**src/hdl/visited_bloom_filter_macros.svh**
```systemverilog
// ----------------------------------------------------------------------------
// visited bloom filter assertion macros
// concurrent assertion helpers, compiled out when NO_ASSERTIONS is set
// ----------------------------------------------------------------------------
`ifndef VISITED_BLOOM_FILTER_MACROS_SVH
`define VISITED_BLOOM_FILTER_MACROS_SVH

`ifndef NO_ASSERTIONS
`define BVF_ASSERT(lbl, clk, rst, prop, msg) \
   lbl: assert property (@(posedge clk) disable iff (rst) prop) else $error(msg);
`define BVF_ASSERT_ALWAYS(lbl, clk, prop, msg) \
   lbl: assert property (@(posedge clk) prop) else $error(msg);
`else
`define BVF_ASSERT(lbl, clk, rst, prop, msg)
`define BVF_ASSERT_ALWAYS(lbl, clk, prop, msg)
`endif

`endif

```
**src/hdl/bvf_pkg.sv**
```systemverilog
// ----------------------------------------------------------------------------
// bvf_pkg
// shared constants, hash step table and control types of the bloom filter
// ----------------------------------------------------------------------------
`default_nettype none

package bvf_pkg;

   localparam int FILTER_BITS = 2048;
   localparam int ADDR_W      = $clog2(FILTER_BITS);
   localparam int PROBE_COUNT = 3;
   localparam int PROBE_W     = (PROBE_COUNT > 1) ? $clog2(PROBE_COUNT) : 1;
   localparam int KEY_BYTES   = 32;
   localparam int KEY_LEN     = (KEY_BYTES < 17) ? 17 : ((KEY_BYTES > 32) ? 32 : KEY_BYTES);
   localparam int TAIL_SHIFT  = (KEY_LEN - 16) * 8;
   localparam int COUNT_W     = 16;

   localparam logic [63:0] SEED_FIRST  = 64'h0000_0000_4F46_4653;
   localparam logic [63:0] SEED_SECOND = 64'h4653_4E4F_5544_4E53;
   localparam logic [63:0] PRIME_ONE   = 64'h9E37_79B1_85EB_CA87;
   localparam logic [63:0] AVAL_MUL    = 64'h1656_6791_9E37_79F9;
   localparam logic [127:0] ACC_INIT_FULL = 128'(KEY_LEN) * {64'd0, PRIME_ONE};
   localparam logic [63:0] ACC_INIT    = ACC_INIT_FULL[63:0];

   localparam logic [63:0] SECRET [4] = '{
      64'hbe4ba423396cfeb8, 64'h1cad21f72c81017c,
      64'hdb979083e96dd4de, 64'h1f67b3b7a4a44072
   };

   localparam int HASH_STEPS = 19;
   localparam int STEP_W     = 5;

   typedef enum logic [3:0] {
      OP_NONE, OP_INIT, OP_MLL, OP_MHL, OP_MLH, OP_MHH,
      OP_CROSS, OP_FOLD, OP_LOAD2, OP_AVAL, OP_FINISH
   } hash_op_type;

   typedef enum logic [2:0] {
      ST_CLEAR, ST_IDLE, ST_HASH, ST_PROBE, ST_DRAIN, ST_DONE
   } state_type;

   typedef struct packed {
      logic        clear_en;
      logic        key_load;
      hash_op_type op;
      logic        seed_sel;
      logic        probe_en;
      logic        probe_first;
      logic        item_end;
      logic        rsp_load;
   } cmd_type;

   typedef struct packed {
      logic clear_last;
      logic rsp_free;
   } status_type;

   // one seeded hash: two folded 64x64 products, then the avalanche multiply
   function automatic hash_op_type step_op(input logic [STEP_W-1:0] step);
      hash_op_type op;
      case (step)
         5'd0:    op = OP_INIT;
         5'd1:    op = OP_MLL;
         5'd2:    op = OP_MHL;
         5'd3:    op = OP_MLH;
         5'd4:    op = OP_MHH;
         5'd5:    op = OP_CROSS;
         5'd6:    op = OP_FOLD;
         5'd7:    op = OP_LOAD2;
         5'd8:    op = OP_MLL;
         5'd9:    op = OP_MHL;
         5'd10:   op = OP_MLH;
         5'd11:   op = OP_MHH;
         5'd12:   op = OP_CROSS;
         5'd13:   op = OP_FOLD;
         5'd14:   op = OP_AVAL;
         5'd15:   op = OP_MLL;
         5'd16:   op = OP_MHL;
         5'd17:   op = OP_MLH;
         5'd18:   op = OP_FINISH;
         default: op = OP_NONE;
      endcase
      return op;
   endfunction

endpackage

`default_nettype wire

```
**src/hdl/bvf_ctrl.sv**
```systemverilog
// ----------------------------------------------------------------------------
// bvf_ctrl
// sequencer: clearing pass, hash steps, probe accesses and response hand-off
// ----------------------------------------------------------------------------
`default_nettype none

module bvf_ctrl (
   input  logic                clock,
   input  logic                reset,
   input  logic                req_valid,
   output logic                req_ready,
   input  bvf_pkg::status_type status,
   output bvf_pkg::cmd_type    cmd
);

   bvf_pkg::state_type          state_ff, state_in;
   logic [bvf_pkg::STEP_W-1:0]  step_ff, step_in;
   logic                        seed_ff, seed_in;
   logic [bvf_pkg::PROBE_W-1:0] probe_ff, probe_in;
   logic                        step_last;
   logic                        probe_last;

   assign step_last  = (step_ff == bvf_pkg::STEP_W'(bvf_pkg::HASH_STEPS - 1));
   assign probe_last = (probe_ff == bvf_pkg::PROBE_W'(bvf_pkg::PROBE_COUNT - 1));

   always_comb begin
      state_in = state_ff;
      case (state_ff)
         bvf_pkg::ST_CLEAR: if (status.clear_last) state_in = bvf_pkg::ST_IDLE;
         bvf_pkg::ST_IDLE:  if (req_valid) state_in = bvf_pkg::ST_HASH;
         bvf_pkg::ST_HASH:  if (step_last && seed_ff) state_in = bvf_pkg::ST_PROBE;
         bvf_pkg::ST_PROBE: if (probe_last) state_in = bvf_pkg::ST_DRAIN;
         bvf_pkg::ST_DRAIN: state_in = bvf_pkg::ST_DONE;
         bvf_pkg::ST_DONE:  if (status.rsp_free) state_in = bvf_pkg::ST_IDLE;
         default:           state_in = bvf_pkg::ST_IDLE;
      endcase
   end

   always_comb begin
      step_in  = step_ff;
      seed_in  = seed_ff;
      probe_in = probe_ff;
      case (state_ff)
         bvf_pkg::ST_IDLE: begin
            step_in  = '0;
            seed_in  = 1'b0;
            probe_in = '0;
         end
         bvf_pkg::ST_HASH: begin
            if (step_last) begin
               step_in = '0;
               seed_in = ~seed_ff;
            end else begin
               step_in = step_ff + 1'b1;
            end
         end
         bvf_pkg::ST_PROBE: probe_in = probe_ff + 1'b1;
         default: ;
      endcase
   end

   always_ff @(posedge clock) begin
      if (reset) begin
         state_ff <= bvf_pkg::ST_CLEAR;
         step_ff  <= '0;
         seed_ff  <= 1'b0;
         probe_ff <= '0;
      end else begin
         state_ff <= state_in;
         step_ff  <= step_in;
         seed_ff  <= seed_in;
         probe_ff <= probe_in;
      end
   end

   always_comb begin
      req_ready       = (state_ff == bvf_pkg::ST_IDLE);
      cmd.clear_en    = (state_ff == bvf_pkg::ST_CLEAR);
      cmd.key_load    = req_ready && req_valid;
      cmd.op          = (state_ff == bvf_pkg::ST_HASH) ? bvf_pkg::step_op(step_ff)
                                                       : bvf_pkg::OP_NONE;
      cmd.seed_sel    = seed_ff;
      cmd.probe_en    = (state_ff == bvf_pkg::ST_PROBE);
      cmd.probe_first = (state_ff == bvf_pkg::ST_PROBE) && (probe_ff == '0);
      cmd.item_end    = (state_ff == bvf_pkg::ST_DRAIN);
      cmd.rsp_load    = (state_ff == bvf_pkg::ST_DONE) && status.rsp_free;
   end

endmodule

`default_nettype wire

```
**config.mk**
```make
export PLATFORM = sky130hd
export DESIGN_NAME = bvf_ctrl
export DESIGN_NICKNAME = d
export VERILOG_FILES = /design/src/hdl/visited_bloom_filter_macros.svh /design/src/hdl/bvf_pkg.sv /design/src/hdl/bvf_ctrl.sv
export SDC_FILE = /design/constraint.sdc
export NUM_CORES = 1
export LEC_CHECK = 0
export BUFFER_PORTS_ARGS = -buffer_cell sky130_fd_sc_hd__buf_2
export CAP_MARGIN = 20
export CORE_UTILIZATION = 25
export CTS_CLUSTER_SIZE = 25
export DETAILED_ROUTE_END_ITERATION = 12
export PLACE_DENSITY = 0.4
export SYNTH_ARGS = -nofsm -noshare
export SYNTH_HDL_FRONTEND = slang
export SYNTH_SLANG_ARGS = --single-unit
```
**constraint.sdc**
```tcl
create_clock -name clock -period 4.32 [get_ports clock]
set_input_delay 0.432 -clock clock [delete_from_list [all_inputs] [get_ports clock]]
set_output_delay 0.432 -clock clock [all_outputs]
set_load 0.03 [all_outputs]
```
=== After elaboration in Yosys (flattened, before gate mapping) ===
Memories as Yosys holds them, arrays and structs flattened. A register that Yosys moved wholly into a read port is not among the register bits.
Cells that the tools add are included.

* Bits in registers: 11
* ROM bits: 128
* Bits of input ports: 5
* Output and inout bits: 12
* Logic and storage cells: 45
* Memories kept: 1

* Add/subtract/negate cells: 2
* Equality and inequality tests: 13
* Mux-type cells: 14
* Bitwise logic cells: 1
* Reduce and logical (&&, ||, !) cells: 10

{| class="wikitable"
|+ Memories
! name !! words !! width !! rd ports !! clocked after Yosys merged registers in !! write ports !! line !! source
|-
| (no name shown) || 32 || 4 || 1 || 1 || 0 || bvf_pkg.sv:61 || <nowiki>case (step)</nowiki>
|}

{| class="wikitable"
|+ Operators with widths
! operator !! number
|-
| case mux 3 bit (6 select lines) || 1
|-
| two-way mux 3 bit || 5
|-
| two-way mux 5 bit || 3
|-
| inequality test 2 bit, second input constant || 5
|-
| case mux 5 bit (2 select lines) || 1
|-
| == test 3 x 2 -> 1 bit, second input constant || 2
|-
| == test 3 bit, second input constant || 2
|-
| adder 5 x 1 -> 5 bit, second input constant || 1
|-
| == test 5 bit, second input constant || 1
|-
| AND reduction 5 bit || 1
|-
| logical AND 1 bit || 4
|-
| two-way mux 4 bit || 1
|-
| case mux 2 bit (2 select lines) || 1
|-
| nonzero test 2 bit || 2
|-
| == test 3 x 1 -> 1 bit, second input constant || 1
|-
| logical NOT 3 bit || 1
|-
| adder 2 x 1 -> 2 bit, second input constant || 1
|-
| == test 2 bit, second input constant || 1
|-
| logical NOT 2 bit || 1
|-
| inequality test 2 x 1 -> 1 bit, second input constant || 1
|-
| case mux 1 bit (2 select lines) || 1
|-
| AND reduction 2 bit || 1
|-
| two-way mux 1 bit || 1
|-
| NOT 1 bit || 1
|}

=== Longest topological paths before layout ===
* Depth after elaboration: 5
* Gate-level depth with buffers: 11
* Depth with buffers taken out: 11

=== Worst setup path before layout ===
No wires, ideal clock.

* Path kind: reg2reg
* From: register step_ff[0] (netlist name)
* To: register (tool-made name)
* Setup time: 127 ps
* Arrival time: 2,030 ps
* Data required time: 4,193 ps
* Slack: 2,163 ps
* Stages on the path, launching flop included: 12
* Path buffers: 0
* Period minus slack after synthesis: 2,157 ps
* Path through: dfxtp_1 -> inv_1 -> ha_1 -> nand4bb_1 -> nand2_1 -> o22a_1 -> nor2_1 -> ha_1 -> inv_1 -> mux2_2 -> a21oi_1 -> a22oi_1

{| class="wikitable"
|+ RTL lines
! element !! line !! source
|-
| from (decl) || bvf_ctrl.sv:17 || <nowiki>logic [bvf_pkg::STEP_W-1:0] step_ff, step_in;</nowiki>
|-
| from (signal assigned) || bvf_ctrl.sv:70 || <nowiki>step_ff <= step_in;</nowiki>
|}

==> run summary <==
==============================================================================
Number of synthesized register bits                                         15
Clk buf depth                                                                2
Root Buffer                                                       sky130_fd_sc_hd__clkbuf_8
Sw power                                                             0.0891 mW
Fraction of power consumed by combinational cells                        0.161
Worst slack at placement                                               1690 ps
Met1 Track Usage GR                                                      0.152
Remaining design rule violation count                                        0
Clock power share                                                        0.360
Die outline height                                                     68.1 µm
Crit path cell chain                                              nor3b_2 -> nand2_1 -> o22a_1 -> nor2_1 -> ha_1 -> inv_1 -> mux2_2 -> a21oi_1 -> a22oi_1
Final cell utilization of the core                                       0.305
Floorplan Core Area                                                0.00409 mm²
Port bufs                                                                   16
Syn_nets                                                                   149
Number of clock buffers inserted by TritonCTS                                3
Syn avg cell area                                                     8.09 µm²
Cell area after placement                                          0.00120 mm²
Clock-pin slew on the worst setup and hold paths                         60 ps
Cell type contributing the most total cell area after synthesis   sky130_fd_sc_hd__dfxtp_1
Cell with the biggest individual delay on the critical path       sky130_fd_sc_hd__dfxtp_1
Count of distinct cell types in the synthesized netlist                     45
Hold Path Class                                                        reg2reg
Number of hold violations in the final report                                0
Slew at the pin closest to its max-slew limit                           536 ps
Sum Neg Setup Slack                                                       0 ps
Unrepaired setup endpoints after global routing                          false
GRT Total Usage                                                          0.130
Worst path top cell family by delay                               simple AND/OR/NAND/NOR gates
FF-to-FF Start                                                    state_ff[1]$_SDFFE_PP0P_
Final cycle utilization of the critical path                             0.617
Synth area leaders                                                sky130_fd_sc_hd__dfxtp_1 (27%), sky130_fd_sc_hd__ha_1 (10%), sky130_fd_sc_hd__nor2_1 (6.2%), sky130_fd_sc_hd__a21oi_1 (5.0%), sky130_fd_sc_hd__inv_1 (3.8%)
Met3 usage in global routing                                            0.0200
Syn Std Cell Area                                                  0.00109 mm²
Worst setup EP type                                                   register
Max Clock Freq                                                         375 MHz
Number of synthesized flops with an enable pin                               0
Total wirelength of the detailed-routed design                         2.57 mm
Cells on worst reg2reg path                                                  9
Fraction of met2 tracks used by global routing                           0.217
Switching Fraction                                                       0.282
Post-synthesis instance total                                              135
Worst min-delay path startpoint                                   probe_ff[1]$_SDFFE_PP0P_
Final setup skew                                                       1.85 ps
Share of post-route cells with drive strength above 1                    0.195
Largest fanout on the critical path                                         15
VDD IR max                                                             74.4 µV
Setup violation total in the final timing report                             0
Status                                                               completed
Sequential share of power                                                0.479
Rows                                                                        23
Post-CTS repair timing setup buffer count                                    0
Total buffers and inverters traversed by the critical path                   1
Layout Nets                                                                164
Rel. slew slack                                                          0.642
Wire length of the first global-routing pass                           4.27 mm
Die area                                                           0.00464 mm²
CTS Sinks                                                                   15
Starting DRT DRC Count                                                      48
Routability Congestion                                                   0.775
Final-layout fill cell count                                               456
Count of TritonRoute iterations in the first routing pass                    4
Antenna violations before repair                                             0
Classification of the worst setup path                                 reg2reg
Routed wirelength normalized by instance count                         12.9 µm
Cell depth of the worst min-delay path                                       2
Max H-tree Level                                                             1
Worst min-delay path endpoint                                     probe_ff[1]$_SDFFE_PP0P_
Area of all placed cells without fillers                           0.00124 mm²
Worst Path Arrival                                                     2790 ps
Internal power summed over all cells                                  0.226 mW
Hold buffer count at CTS                                                     0
Die W                                                                  68.1 µm
Per-cell via count in the routed design                                   4.96
Effective utilization at floorplan                                       0.267
Via count of the first global-routing pass                                 926
Final WS setup                                                         1650 ps
Number of max-cap violations                                                 0
Diode insertion count for antenna repair                                     0
Hold slack                                                              524 ps
Number of vias in the routed layout                                        988
Sequential-to-total area share from yosys stat                           0.275
Largest stage delay on the critical path                                570 ps
Clock latency on the worst-skew pair                                    250 ps
Detail Route Antenna Nets                                                    0
Remaining Overflow, GRT                                                      0
Layer with the highest usage                                              met2
Async S/R FF share, synth                                                    0
Proportion of netlist area held by the largest area contributor          0.275
Slack of the worst reg-to-reg path                                     1650 ps
Number of gates resized after CTS                                            0
Number of top-level design ports                                            17
Post-layout min period                                                 2670 ps
Most instantiated flip-flop cell in the synthesis netlist         sky130_fd_sc_hd__dfxtp_1
Power per Cell Area                                                 253 mW/mm²
Worst setup path startpoint                                       state_ff[1]$_SDFFE_PP0P_
TritonCTS clock tree                                                     built
Pin count of the biggest net entering global routing                        18
Synth-to-layout area growth                                              14.0%
Synth Warn #                                                                 0
Hpwl dp                                                                1.94 mm
Startpoint type of the worst setup path                               register
Fin. max-slew vios                                                           0
Req. time, crit path                                                   4450 ps
Cell leakage power                                                    0.524 nW
==============================================================================
[area by class of cell]
class,instances,area (µm²),share of cell area
clock buffer,4,45.0,0.0362
inverter,11,41.3,0.0332
multi-input combinational,103,716,0.575
timing repair buffer,16,80.1,0.0643
tap,50,62.6,0.0503
sequential,15,300,0.241
[worst reg2reg max path: cells and delay by family (launching register included)]
family / cells / cell delay [ps]
simple gates: 3 / 990
flops: 1 / 570
compound gates: 3 / 500
mux: 1 / 260
fa+ha+maj: 1 / 200
buf+inv: 1 / 40
[cell usage in the layout (no fill, tap or decap), types with 4 or more instances in the layout]
master / instances
sky130_fd_sc_hd__nand3_1: 4
sky130_fd_sc_hd__ha_1: 9
sky130_fd_sc_hd__buf_2: 16
sky130_fd_sc_hd__a21oi_1: 11
sky130_fd_sc_hd__dfxtp_1: 15
sky130_fd_sc_hd__nand2b_1: 6
sky130_fd_sc_hd__inv_1: 11
sky130_fd_sc_hd__nor2_1: 18
sky130_fd_sc_hd__and2_1: 6
sky130_fd_sc_hd__nand2_1: 9
[worst max path at each step]
stage / endpoint / slack, ps / cells after the start
2_1_floorplan: register / 2160 / 11
3_3_place_gp: register / 1750 / 9
3_5_place_dp: register / 1690 / 9
4_1_cts: register / 1630 / 9
5_1_grt: register / 1380 / 9
6_report: register / 1650 / 9
[layer usage]
| layer | vias to the layer above | routed length, µm |
|---|---|---|
| met2 | 21 | 1170 |
| met5 | - | 0 |
| met4 | 0 | 73 |
| li1 | 504 | - |
| met3 | 5 | 94 |
| met1 | 458 | 1230 |
[synthesized netlist by cell type (3+ instances only)]
| cell | count |
|---|---|
| sky130_fd_sc_hd__a21oi_1 | 11 |
| sky130_fd_sc_hd__a31oi_1 | 3 |
| sky130_fd_sc_hd__and2_1 | 6 |
| sky130_fd_sc_hd__clkbuf_1 | 3 |
| sky130_fd_sc_hd__dfxtp_1 | 15 |
| sky130_fd_sc_hd__ha_1 | 9 |
| sky130_fd_sc_hd__inv_1 | 11 |
| sky130_fd_sc_hd__nand2_1 | 9 |
| sky130_fd_sc_hd__nand2b_1 | 6 |
| sky130_fd_sc_hd__nand3_1 | 4 |
| sky130_fd_sc_hd__nor2_1 | 18 |
[through the flow]
stage	instances	power, mW
global route	199	0.333
CTS	199	0.320
global placement	195	0.206
detailed placement	195	0.205
finish	199	0.316
floorplan	135	0.191
[cells by family (layout without fill, tap and decap cells)]
| family | after synthesis | after routing | synth area share |
|---|---|---|---|
| adders and majority gates | 9 | 9 | 0.103 |
| buffers and inverters | 17 | 31 | 0.0699 |
| AOI/OAI and AO/OA | 31 | 31 | 0.210 |
| and+or+nand+nor | 60 | 60 | 0.314 |
| DFF | 15 | 15 | 0.275 |
| muxes | 3 | 3 | 0.0286 |
[power groups by stage]
stage	logic (mW)	registers [mW]	clock network (mW)
after floorplan	0.0435	0.147	0
after CTS	0.0515	0.151	0.118
after global routing	0.0565	0.152	0.125
after detailed placement	0.0512	0.154	0
final	0.0509	0.151	0.114
after global placement	0.0519	0.154	0
Note: power is estimated with default switching activity, not from simulation.
